`src/hdl/pngu_pkg.sv`:
```
// Shared types and constants for the PNG scanline unfilter.
// Used by pngu_front, pngu_back and png_scanline_unfilter. No dependencies.
package pngu_pkg;

    localparam int PIX_MAX   = 8;    // widest pixel, in bytes
    localparam int SLOT_W    = 3;    // index into the left / up-left windows
    localparam int BPP_W     = 4;
    localparam int BPL_W     = 13;
    localparam int CFG_IDX_W = 4;

    localparam logic [CFG_IDX_W-1:0] REG_BPP = CFG_IDX_W'(0);
    localparam logic [CFG_IDX_W-1:0] REG_BPL = CFG_IDX_W'(1);

    typedef logic [2:0] filter_t;

    localparam filter_t FT_NONE  = 3'd0;
    localparam filter_t FT_SUB   = 3'd1;
    localparam filter_t FT_UP    = 3'd2;
    localparam filter_t FT_AVG   = 3'd3;
    localparam filter_t FT_PAETH = 3'd4;

    // One data byte as classified by the front end.
    typedef struct packed {
        logic [7:0]        value;
        filter_t           filter;
        logic              invalid;
        logic              first_row;
        logic              has_left;   // left neighbor exists and was written in this row
        logic              last;
        logic [SLOT_W-1:0] slot;       // column modulo bytes per pixel
    } item_meta_t;

endpackage

```
`src/hdl/pngu_front.sv`:
```
// Front end: accepts stream words, latches filter-type bytes, tracks the column
// and classifies data bytes for the back end. Depends on pngu_pkg.
module pngu_front #(
    parameter int MAX_LINE_BYTES = 4096,
    parameter int IDX_W          = 12
) (
    input  logic                        clk,
    input  logic                        rst_n,
    input  logic                        in_valid,
    output logic                        in_ready,
    input  logic [7:0]                  byte_value,
    input  logic                        image_start,
    input  logic [pngu_pkg::BPP_W-1:0]  bpp_cfg,
    input  logic [pngu_pkg::BPL_W-1:0]  bpl_cfg,
    input  logic                        q_full,
    output logic                        push,
    output pngu_pkg::item_meta_t        push_meta,
    output logic [IDX_W-1:0]            push_idx
);
    import pngu_pkg::*;

    localparam int COL_W = $clog2(MAX_LINE_BYTES + 1);
    localparam int CMP_W = (COL_W > BPL_W) ? COL_W : BPL_W;
    localparam int LFT_W = (COL_W > BPP_W) ? COL_W : BPP_W;

    logic [COL_W-1:0]   col_reg, col_next;
    // mod_reg[k] holds the next data index modulo k + 1
    logic [SLOT_W-1:0]  mod_reg  [PIX_MAX];
    logic [SLOT_W-1:0]  mod_next [PIX_MAX];
    logic [PIX_MAX-1:0] seen_reg, seen_next;
    logic               first_row_reg, first_row_next;
    filter_t            filter_reg, filter_next;
    logic               invalid_reg, invalid_next;

    logic               accept;
    logic               first_row_eff;
    logic [COL_W-1:0]   col_eff;
    logic [BPP_W-1:0]   bpp_eff;
    logic [CMP_W-1:0]   bpl_ext, bpl_eff, max_ext;
    logic               last;
    logic [SLOT_W-1:0]  bpp_sel;
    logic [SLOT_W-1:0]  slot;
    logic               has_left;

    assign in_ready = !q_full;
    assign accept   = in_valid && in_ready;

    assign first_row_eff = image_start ? 1'b1 : first_row_reg;
    assign col_eff       = image_start ? '0 : col_reg;

    always_comb
    begin
        if (bpp_cfg == '0)
            bpp_eff = BPP_W'(1);
        else if (bpp_cfg > BPP_W'(PIX_MAX))
            bpp_eff = BPP_W'(PIX_MAX);
        else
            bpp_eff = bpp_cfg;
    end

    assign bpl_ext = CMP_W'(bpl_cfg);
    assign max_ext = CMP_W'(MAX_LINE_BYTES);

    always_comb
    begin
        if (bpl_ext == '0)
            bpl_eff = CMP_W'(1);
        else if (bpl_ext > max_ext)
            bpl_eff = max_ext;
        else
            bpl_eff = bpl_ext;
    end

    // col holds data index + 1, so the row ends once col reaches the line length
    assign last     = CMP_W'(col_eff) >= bpl_eff;
    assign bpp_sel  = SLOT_W'(bpp_eff - BPP_W'(1));
    assign slot     = mod_reg[bpp_sel];
    // window slots not written since the filter byte read as zero
    assign has_left = (LFT_W'(col_eff) > LFT_W'(bpp_eff)) && seen_reg[slot];

    assign push                = accept && (col_eff != '0);
    assign push_idx            = IDX_W'(col_eff - COL_W'(1));
    assign push_meta.value     = byte_value;
    assign push_meta.filter    = filter_reg;
    assign push_meta.invalid   = invalid_reg;
    assign push_meta.first_row = first_row_eff;
    assign push_meta.has_left  = has_left;
    assign push_meta.last      = last;
    assign push_meta.slot      = slot;

    always_comb
    begin
        col_next       = col_reg;
        seen_next      = seen_reg;
        first_row_next = first_row_reg;
        filter_next    = filter_reg;
        invalid_next   = invalid_reg;
        for (int k = 0; k < PIX_MAX; k++)
        begin
            mod_next[k] = mod_reg[k];
        end
        if (accept)
        begin
            first_row_next = first_row_eff;
            if (col_eff == '0)
            begin
                if (byte_value > {5'd0, FT_PAETH})
                begin
                    filter_next  = FT_NONE;
                    invalid_next = 1'b1;
                end
                else
                begin
                    filter_next  = byte_value[2:0];
                    invalid_next = 1'b0;
                end
                col_next  = COL_W'(1);
                seen_next = '0;
                for (int k = 0; k < PIX_MAX; k++)
                begin
                    mod_next[k] = '0;
                end
            end
            else
            begin
                if (last)
                begin
                    col_next       = '0;
                    first_row_next = 1'b0;
                end
                else
                begin
                    col_next = col_eff + COL_W'(1);
                end
                seen_next[slot] = 1'b1;
                for (int k = 0; k < PIX_MAX; k++)
                begin
                    mod_next[k] = (mod_reg[k] == SLOT_W'(k)) ? '0 : mod_reg[k] + SLOT_W'(1);
                end
            end
        end
    end

    always_ff @(posedge clk or negedge rst_n)
    begin
        if (!rst_n)
        begin
            col_reg       <= '0;
            seen_reg      <= '0;
            first_row_reg <= 1'b1;
            filter_reg    <= FT_NONE;
            invalid_reg   <= 1'b0;
            for (int k = 0; k < PIX_MAX; k++)
            begin
                mod_reg[k] <= '0;
            end
        end
        else
        begin
            col_reg       <= col_next;
            seen_reg      <= seen_next;
            first_row_reg <= first_row_next;
            filter_reg    <= filter_next;
            invalid_reg   <= invalid_next;
            for (int k = 0; k < PIX_MAX; k++)
            begin
                mod_reg[k] <= mod_next[k];
            end
        end
    end

endmodule

```
`config.mk`:
```
export PLATFORM = sky130hd
export DESIGN_NAME = pngu_front
export DESIGN_NICKNAME = d
export VERILOG_FILES = /design/src/hdl/pngu_pkg.sv /design/src/hdl/pngu_front.sv
export SDC_FILE = /design/constraint.sdc
export NUM_CORES = 1
export LEC_CHECK = 0
export ABC_AREA = 1
export BUFFER_PORTS_ARGS = -buffer_cell sky130_fd_sc_hd__buf_2
export CORE_ASPECT_RATIO = 0.6
export CORE_MARGIN = 1
export CORE_UTILIZATION = 40
export CTS_CLUSTER_SIZE = 30
export DETAILED_ROUTE_END_ITERATION = 8
export HOLD_SLACK_MARGIN = 0.02
export PLACE_DENSITY = 0.7
export SYNTH_ARGS = -nofsm -noshare
export SYNTH_HDL_FRONTEND = slang
export SYNTH_SLANG_ARGS = --single-unit
```
`constraint.sdc`:
```
create_clock -name clk -period 3.98 [get_ports clk]
set_input_delay 0.398 -clock clk [delete_from_list [all_inputs] [get_ports clk]]
set_output_delay 0.398 -clock clk [all_outputs]
set_load 0.03 [all_outputs]
```
==> results.txt <==
drt total wl: 9340 um
initial drt markers: 248
Synth Area in Adders: 9.14%
status: completed
routability congestion estimate: 0.878
worst path required time: 3580 ps
Multi-input gate area: 2120 sq um
relative slew slack: 56.7%
DRT antenna net count: 0
Hold/Removal Path Class: in -> async
area delta synth->final: 13.0%
Yosys cell types: 45
YS warnings: 0
Max-Cap Viols: 0
Vias/cell: 5.06
Storage cell area: 1250 sq um
final setup fails: 0
first-pass GRT wire length: 15600 um
Clock Sinks: 50
largest net degree at the start of global routing: 51
die area: 9990 sq um
Clock Path Buffers: 2
RSZ-0062 raised after global routing: no
post-route cell area: 4330 sq um
worst-path maximum fanout: 14
Async S/R FF share, synth: 100%
VDD IR-drop max: 0.186 mV
Largest delay share family, worst path: simple AND/OR/NAND/NOR gates
Tot Pwr: 2.02 mW
Setup Buffers After CTS: 0
Clock transition at path regs: 70 ps
Crit path buffers/inverters: 4
Leak: 2.26 nW
gr usage total: 19.9%
mapped cell area: 3830 sq um
clk root buf: clkbuf_16
number of flip-flops in the largest register: 24
# rows: 27
Hold Violations, Final: 0
PD cells: 467 nW/um^2
crit-path cells: buf_2 > o21ai_2 > nand2_1 > ha_1 > inv_1 > nand3_1 > nand3_1 > nand2_2 > inv_1 > nand2_1 > nand3_1 > nand2_1 > nor2_1 > buf_2
Post-synth EDFFs: 0
initial antenna violation count: 0
Synth Area per Inst: 7.40 sq um
DRC errors left: 0
vias in the first global route: 3217
area share of xor/xnor cells in the synthesized design: 4.08%
final slew viol count: 0
Setup CP Type: in -> out
crit path DAT: 2980 ps
Die Height: 77.8 um
Worst-Margin Slew: 650 ps
post-synthesis sequential element count: 50
Finished Core Util: 47.0%
Critical Path Sink Type: output pin
n_diodes: 0
Primary FF master, synth: dfrtp_1
Post-Synth Simple-Gate Area: 30.8%
Final Cycle Share: 84.7%
Congestion Overflow GR: 0
post-synthesis sequential area ratio: 32.7%
Post-Synthesis Cells: 518
Core ar.: 9220 sq um
Final TNS setup: 0 ps
Die W: 128 um
worst skew pair latency: 300 ps
port bufs: 61
placed cell area: 4150 sq um
Synth Area in Compound Gates: 11.4%
CP max-delay cell: ha_1
largest family of logic cells by synthesized area: simple AND/OR/NAND/NOR gates
clock buffer count from CTS: 5
initial core utilization: 41.6%
nets: 623
Pre-antenna DRT Iters: 5
maximum achievable frequency: 296 MHz
max incr delay on CP: 500 ps
CTS tree: built
I/O Pins: 62
# resized after CTS: 0
hold-fix buffer count after cts: 0
drt wl/cell: 13.4 um
Critical Path Source Type: input pin
post-synthesis mux area share: 0%
Tmin final: 3370 ps
Post-Syn Nets: 576
Max H-tree Level: 2
fillers: 907
ratio of cells with drive above 1 in the final layout: 21.4%
Detail Placement HPWL: 7310 um
Clock Skew: 7.04 ps
Vias: 3523
[layout by cell type, fill, tap and decap left out, types with 10 or more instances in the layout]
cell type  count
inv_1         67
nand2_2       16
nand3_1       58
xor2_1        13
buf_2         61
dfrtp_1       49
nor2_1        43
ha_1          28
nand2_1       95
o21ai_1       10
a21oi_1       22
o21ai_0       26
[final cells by class]
cell class	count	share of cell area, %
Sequential cell	50	28.9
Tap cell	130	3.76
Inverter	76	6.59
Multi-Input combinational cell	368	49.1
Clock inverter	2	0.896
Timing Repair Buffer	64	7.57
Clock buffer	6	3.21
[layer usage]
metal	share of wire [%]	global-route usage, %	vias up
li1	-	-	1778
met3	6.6	3.52	9
met4	0.81	3.76	0
met1	53	31.1	1622
met5	0	0	-
met2	40	28.0	114
[cell families (layout without fill, tap and decap cells)]
| family | after synthesis | count (layout) |
|---|---|---|
| AND/OR/NAND/NOR | 246 | 246 |
| buffers and inverters | 100 | 148 |
| AO/OA/AOI/OAI | 77 | 77 |
| flip-flops | 50 | 50 |
| adder cells (fa/ha/maj) | 28 | 28 |
| XOR/XNOR | 17 | 17 |
[stage by stage]
step	std cells	setup slack, ps	hold slack (ps)
after floorplan	518	1190	102
after global placement	688	704	473
after detailed placement	688	624	479
after CTS	696	617	235
after global routing	696	300	269
final	696	607	205
[path summary, 6_finish.rpt]
| check | from | endpoint | slack [ps] | cells past startpoint |
|---|---|---|---|---|
| max | bpp_cfg[1] | push_meta[4] | 610 | 14 |
| min | rst_n | col_reg[2] | 200 | 2 |
| max reg2reg | col_reg[8] | col_reg[12] | 1510 | 10 |
| min reg2reg | invalid_reg | invalid_reg | 490 | 1 |
| max in group asynchronous | rst_n | seen_reg[6] | 3330 | 2 |
| min in group clk | byte_value[0] | filter_reg[0] | 360 | 3 |
[where the power goes]
part / total [mW] / switching (mW) / internal (mW)
registers: 0.715 / 0.0851 / 0.630
clock network: 0.512 / 0.195 / 0.316
logic: 0.793 / 0.539 / 0.254
total: 2.02 / 0.819 / 1.20
[synthesized netlist by cell type (all sizes together), types with 6 or more instances]
master | number | area share, %
inv | 74 | 7.2
nand4 | 6 | 1.1
dfrtp | 49 | 32
o21ai | 41 | 5.8
nand3 | 62 | 8.6
buf | 19 | 4.0
xor2 | 14 | 3.4
nor3 | 8 | 1.5
ha | 28 | 9.1
nor2 | 52 | 6.3
nand2 | 111 | 12
a21oi | 22 | 2.9
[worst register-to-register path: stages (launching register included)]
cell	delay, ps
dfrtp_1	350
inv_1	50
nor2_1	370
ha_1	350
a21oi_1	130
o21ai_0	90
a21oi_1	130
nand3_1	270
nor2_4	460
nand2_1	120
o21ai_2	70
No activity file was read; power rests on OpenSTA's default activity.
