### config.mk
export PLATFORM = sky130hd
export DESIGN_NAME = pngu_queue
export DESIGN_NICKNAME = d
export VERILOG_FILES = /design/src/hdl/pngu_queue.sv
export SDC_FILE = /design/constraint.sdc
export NUM_CORES = 1
export LEC_CHECK = 0
export CAP_MARGIN = 5
export CORE_MARGIN = 4
export CORE_UTILIZATION = 44
export CTS_BUF_LIST = sky130_fd_sc_hd__clkbuf_4 sky130_fd_sc_hd__clkbuf_8
export DETAILED_ROUTE_END_ITERATION = 16
export DONT_BUFFER_PORTS = 1
export PLACE_DENSITY = 0.65
export RECOVER_POWER = 25
export REMOVE_ABC_BUFFERS = 1
export SYNTH_ARGS = -nofsm -noshare
export SYNTH_HDL_FRONTEND = slang
export SYNTH_SLANG_ARGS = --single-unit
export TNS_END_PERCENT = 1
### constraint.sdc
create_clock -name clk -period 4.8 [get_ports clk]
set_input_delay 0.24 -clock clk [delete_from_list [all_inputs] [get_ports clk]]
set_output_delay 0.24 -clock clk [all_outputs]
set_load 0.005 [all_outputs]
### src/hdl/pngu_queue.sv
// Small FIFO between front and back end, flop storage, head shown combinationally.
// No dependencies.
module pngu_queue #(
    parameter int WIDTH = 32,
    parameter int DEPTH = 4
) (
    input  logic             clk,
    input  logic             rst_n,
    input  logic             push,
    input  logic [WIDTH-1:0] push_data,
    input  logic             pop,
    output logic             full,
    output logic             head_valid,
    output logic [WIDTH-1:0] head_data
);

    localparam int PTR_W = (DEPTH > 1) ? $clog2(DEPTH) : 1;
    localparam int CNT_W = $clog2(DEPTH + 1);

    logic [WIDTH-1:0] mem_reg [DEPTH];
    logic [PTR_W-1:0] wr_ptr_reg, wr_ptr_next;
    logic [PTR_W-1:0] rd_ptr_reg, rd_ptr_next;
    logic [CNT_W-1:0] count_reg, count_next;

    assign full       = count_reg == CNT_W'(DEPTH);
    assign head_valid = count_reg != '0;
    assign head_data  = mem_reg[rd_ptr_reg];

    always_comb
    begin
        wr_ptr_next = wr_ptr_reg;
        rd_ptr_next = rd_ptr_reg;
        count_next  = count_reg;
        if (push)
        begin
            wr_ptr_next = (wr_ptr_reg == PTR_W'(DEPTH - 1)) ? '0 : wr_ptr_reg + PTR_W'(1);
        end
        if (pop)
        begin
            rd_ptr_next = (rd_ptr_reg == PTR_W'(DEPTH - 1)) ? '0 : rd_ptr_reg + PTR_W'(1);
        end
        if (push && !pop)
            count_next = count_reg + CNT_W'(1);
        else if (pop && !push)
            count_next = count_reg - CNT_W'(1);
    end

    always_ff @(posedge clk)
    begin
        if (push)
        begin
            mem_reg[wr_ptr_reg] <= push_data;
        end
    end

    always_ff @(posedge clk or negedge rst_n)
    begin
        if (!rst_n)
        begin
            wr_ptr_reg <= '0;
            rd_ptr_reg <= '0;
            count_reg  <= '0;
        end
        else
        begin
            wr_ptr_reg <= wr_ptr_next;
            rd_ptr_reg <= rd_ptr_next;
            count_reg  <= count_next;
        end
    end

endmodule

==> results of run 1 <==
==> synth_stat cells <==
library cell	n	area, sq um
nor3b_1	1	7.51
inv_1	4	15.0
xor2_1	2	17.5
mux4_1	4	105
mux2_2	3	33.8
nor2_1	3	11.3
buf_2	3	15.0
and2_1	4	25.0
edfxtp_1	128	3840
buf_6	1	11.3
xnor2_1	1	8.76
fa_1	1	20.0
dfrtp_1	7	175
mux4_2	28	631
clkbuf_1	1	3.75
nand2_1	2	7.51
or3_1	1	6.26
o21ai_0	2	10.0
ha_1	6	75.1
buf_12	3	60.1
==> worst paths after layout <==
| check | from | cells past startpoint | slack (ps) | end |
|---|---|---|---|---|
| worst max-delay path | rd_ptr_reg[0] | 2 | 2560 | head_data[25] |
| worst min-delay path | push | 2 | 100 | count_reg[0] |
| worst max register to register | wr_ptr_reg[1] | 3 | 3000 | mem_reg[1][1] |
| worst min register to register | count_reg[2] | 1 | 500 | count_reg[2] |
| max in group asynchronous | rst_n | 1 | 4370 | rd_ptr_reg[1] |
| min in group asynchronous | rst_n | 1 | 150 | count_reg[0] |
==> worst max-delay path: stages (launching register included) <==
cell	delay (ps)
dfrtp_2	340
buf_4	530
mux4_1	690
==> where the power goes <==
group | internal (uW) | total (uW) | switching (uW)
Sequential | 1520 | 1630 | 114
Combinational | 346 | 700 | 354
Clock | 672 | 1090 | 416
Total | 2540 | 3420 | 884
==> area by class of cell <==
class	count	share of cell area, %
Clock buffer	18	4.02
Clock inverter	13	3.81
Inverter	4	0.250
Multi-Input combinational cell	58	16.0
Sequential cell	135	67.0
Tap cell	140	2.92
Timing Repair Buffer	36	5.96
==> layer usage <==
metal  track usage, %  wire length (um)
met5                0                 0
met4             4.93                55
met3             6.63               664
met2             20.6              4040
met1             17.1              3440
==> cell families (layout without fill, tap and decap cells) <==
group / count (synthesis) / in the layout
AOI/OAI and AO/OA: 2 / 2
xor gates and xnor gates: 3 / 3
adders and majority gates: 7 / 7
buffers and inverters: 12 / 71
DFF: 135 / 135
muxes: 35 / 35
and+or+nand+nor: 11 / 11
==> metrics by stage <==
step	setup WS, ps	instances	utilization (%)	hold WS, ps
floorplan	2470	197	-	-55.6
global placement	2950	338	46.8	-55.4
detailed placement	2950	338	46.8	-55.4
CTS	2480	404	54.2	59.9
global route	2370	404	54.2	98.9
finish	2560	404	54.2	99.0
==> repair_timing <==
action,in CTS,in global routing
endpoints found under the setup margin,0,0
endpoints found under the hold margin,139,0
hold buffers,35,0
==> impl_metrics.tcl, run 1 <==
set metrics [dict create \
    final_common_cell "edfxtp_1" \
    cts_buffers 17 \
    die_w_um 115 \
    start_kind "register" \
    power_uw 3420 \
    grt_pass1_wl_mm 12.9 \
    largest_register_ffs 128 \
    gp_congestion 0.664 \
    synth-compound-area-share_pct 0.197 \
    cts.path.max_buffers 2 \
    cts_setup_buffers 0 \
    num_rows 38 \
    final-seq-area_sq_um 4020 \
    slew_headroom_pct 39.0 \
    area_delta_synth_final_pct 18.1 \
    place_area_sq_um 5180 \
    overflow 0 \
    ys_warn_count 0 \
    multi_input_area_sq_um 963 \
    cp.arrival_ps 2000 \
    drcViolationCount 0 \
    synth-simple-area-share_pct 1.13 \
    clock_latency_ps 420 \
    grt_max_degree 36 \
    drv_slew 0 \
    hold_viol 0 \
    cp.required_ps 4560 \
    fin_crit_sh_pct 46.7 \
    ys_seq_elements 135 \
    layout.nets 295 \
    max_freq_ghz 0.446 \
    pin_count 70 \
    finClkSkew_ps 8.39 \
    synth_top_family_by_area "multiplexers" \
    vias 2122 \
    syn_area_sq_um 5080 \
    period_minus_slack_ps 2240 \
    fin_setup_tns_ps 0 \
    cts_tree "done" \
    worst_pin_slew_ps 914 \
    routedWlPerCell_um 20.3 \
    firstDrtPassIters 4 \
    rsz0062_at_grt "no" \
    setup_viol 0 \
    synthCells 205 \
    leakage_uw 0.00197 \
    diodes 0 \
    clock_sinks 135 \
    final_area_sq_um 6000 \
    grt_antenna_before_repair 0 \
    viasPerCell 5.25 \
    layout-drive-gt1-share_pct 25.8 \
    yosys.area_share.adder_pct 1.87 \
    seq_area_frac_synth_pct 79.1 \
    die_h_um 115 \
    drv_cap 0 \
    nFillCells 820 \
    status "completed" \
    htree_levels 4 \
    cts_resized 0 \
    antenna_left 0 \
    synth.distinct_cells 20 \
    io_buffers 0 \
    crit_path_max_fanout 35 \
    root_buffer "clkbuf_8" \
    path_clk_slew_ps 70 \
    grt_pass1_vias 2243 \
    powerDensity_nw_per_um2 570 \
    grt.total_usage_pct 13.6 \
    max-vdd-ir-drop_mv 0.400 \
    detailedRoute.firstIterationViolations 112 \
    wirelength_mm 8.20 \
    hold_path.class "in -> reg" \
    synth_xor_area_share_pct 0.517 \
    final_cell_mix "edfxtp_1, dlygate4sd3_1, mux4_2, clkbuf_8" \
    initial_core_util_pct 45.9 \
    dieArea_sq_um 13300 \
    endpoint_kind "output pin" \
    synth_area_per_cell_sq_um 24.8 \
    coreArea_sq_um 11100 \
    dp_hpwl_mm 4.54 \
    synthMuxAreaShare_pct 15.1 \
    path_class "reg -> out" \
]
Note: power is estimated with default switching activity, not from simulation.
==> inputs of run 2 (changes only) <==
--- a/config.mk
+++ b/config.mk
@@ -11,7 +11,7 @@
 export CTS_BUF_LIST = sky130_fd_sc_hd__clkbuf_4 sky130_fd_sc_hd__clkbuf_8
 export DETAILED_ROUTE_END_ITERATION = 16
 export DONT_BUFFER_PORTS = 1
-export PLACE_DENSITY = 0.65
+export PLACE_DENSITY = 0.67
 export RECOVER_POWER = 25
 export REMOVE_ABC_BUFFERS = 1
 export SYNTH_ARGS = -nofsm -noshare
==> constraint.sdc (replaced) <==
create_clock -name clk -period 1.9 [get_ports clk]
set_input_delay 0.095 -clock clk [delete_from_list [all_inputs] [get_ports clk]]
set_output_delay 0.095 -clock clk [all_outputs]
set_load 0.005 [all_outputs]
==> impl_metrics.tcl, run 2 (synthesis gave the netlist of run 1 again) <==
set metrics [dict create \
    fin_crit_sh_pct 92.9 \
    worstHoldStart "push" \
    routedWlPerCell_um 21.3 \
    path_class "reg -> out" \
    drcViolationCount 0 \
    final_cell_mix "edfxtp_1, dlygate4sd3_1, mux4_2, clkbuf_8, buf_4" \
    max_freq_ghz 0.567 \
    reg2reg_slack_ps 490 \
    drv_slew 0 \
    firstDrtPassIters 4 \
    path_clk_slew_ps 80 \
    internal_power_uw 6140 \
    diodes 0 \
    worstHoldEndpoint "mem_reg[3][14]" \
    largest_register_ffs 128 \
    timing.rr.end "mem_reg[2][21]" \
    clkPwrFrac_pct 27.7 \
    grt_antenna_before_repair 0 \
    period_minus_slack_ps 1760 \
    crit_chain "buf_6, mux4_1" \
    cts.path.max_buffers 2 \
    multi_input_area_sq_um 963 \
    layout-drive-gt1-share_pct 28.3 \
    hold_path.class "in -> reg" \
    vias 2183 \
    grt.total_usage_pct 14.5 \
    max-vdd-ir-drop_mv 0.636 \
    hold_depth 1 \
    start_kind "register" \
    slew_headroom_pct 77.4 \
    nFillCells 838 \
    grt_pass1_wl_mm 13.8 \
    leakage_uw 0.00202 \
    wirelength_mm 8.88 \
    status "completed" \
    final_cells 416 \
    io_buffers 0 \
    cp.arrival_ps 1670 \
    endpoint_kind "output pin" \
    cts_setup_buffers 0 \
    pin_count 70 \
    post-route-util_pct 54.7 \
    clock_latency_ps 420 \
    finClkSkew_ps 11.9 \
    gp_congestion 0.733 \
    area_delta_synth_final_pct 19.2 \
    root_buffer "clkbuf_8" \
    coreArea_sq_um 11100 \
    cp.required_ps 1800 \
    grt_max_degree 24 \
    clock_sinks 135 \
    rsz0062_at_grt "no" \
    detailedRoute.firstIterationViolations 143 \
    initial_core_util_pct 45.9 \
    dp.cells 348 \
    antenna_left 0 \
    num_rows 38 \
    crit_path_max_fanout 13 \
    cts_tree "done" \
    p_sw_share_pct 27.1 \
    final_area_sq_um 6060 \
    dp_hpwl_mm 5.64 \
    dieArea_sq_um 13300 \
    worst_pin_slew_ps 338 \
    powerDensity_nw_per_um2 1390 \
    place_area_sq_um 5300 \
    fin_setup_tns_ps 0 \
    htree_levels 4 \
    reg2reg_depth 4 \
    hold_viol 0 \
    setup_viol 0 \
    drv_cap 0 \
    die_h_um 115 \
    power_frac_seq_pct 48.0 \
    rr_startpoint "wr_ptr_reg[0]" \
    critPathMaxStageDelay_ps 630 \
    p_comb_share_pct 24.3 \
    die_w_um 115 \
    final_common_cell "edfxtp_1" \
    viasPerCell 5.25 \
    layout.nets 306 \
    overflow 0 \
    p_sw_uw 2290 \
    final-seq-area_sq_um 4020 \
    cts_buffers 17 \
    grt_pass1_vias 2410 \
    slowest_stage "mux4_1" \
]
run 2: area by class of cell:
class | instances | area share, %
clock buffers | 18 | 3.99
clock inverters | 14 | 2.62
inverters | 4 | 0.248
multi-input cells | 58 | 15.9
flip-flops and latches | 135 | 66.4
well taps | 140 | 2.89
repair buffers | 47 | 7.99
run 2: power by group through the flow:
stage | logic [uW] | clock network, uW | registers (uW)
6_report | 2050 | 2330 | 4040
4_1_cts | 2140 | 2410 | 4050
3_3_place_gp | 2020 | 0 | 4080
2_1_floorplan | 1210 | 0 | 4240
5_1_grt | 2260 | 2570 | 4090
3_5_place_dp | 2030 | 0 | 4120
run 2: per-stage QoR:
step                total power, uW  hold WS, ps  setup WS (ps)
floorplan                      5450         -201           -286
CTS                            8610          100           72.9
detailed placement             6150         -200            487
global route                   8920         83.3           13.2
global placement               6100         -200            490
finish                         8430          127            135
run 2: worst max path at each step:
stage                       start            end  cells past startpoint
floorplan           rd_ptr_reg[0]  head_data[14]                      1
global placement    rd_ptr_reg[0]  head_data[25]                      2
detailed placement  rd_ptr_reg[0]  head_data[24]                      2
CTS                 rd_ptr_reg[0]  head_data[23]                      2
global route        rd_ptr_reg[0]  head_data[23]                      2
finish              rd_ptr_reg[0]  head_data[23]                      2
run 2: worst max-delay path: cells and delay by family, from the launching register on:
kind | cells | cell delay [ps]
multiplexers | 1 | 630
buffers and inverters | 1 | 230
flip-flops | 1 | 390
run 2: repair_timing:
item | 4_1_cts | 5_1_grt
endpoints found under the hold margin | 140 | 0
gates resized for setup | 1 | 0
endpoints found under the setup margin | 1 | 0
hold buffers | 36 | 0
run 2: layer usage:
layer | track usage [%] | up-vias | part of all wire (%)
li1 | - | 976 | -
met1 | 18.6 | 1139 | 43
met2 | 23.0 | 57 | 50
met3 | 5.54 | 11 | 5.8
met4 | 4.69 | 0 | 1.1
met5 | 0 | - | 0
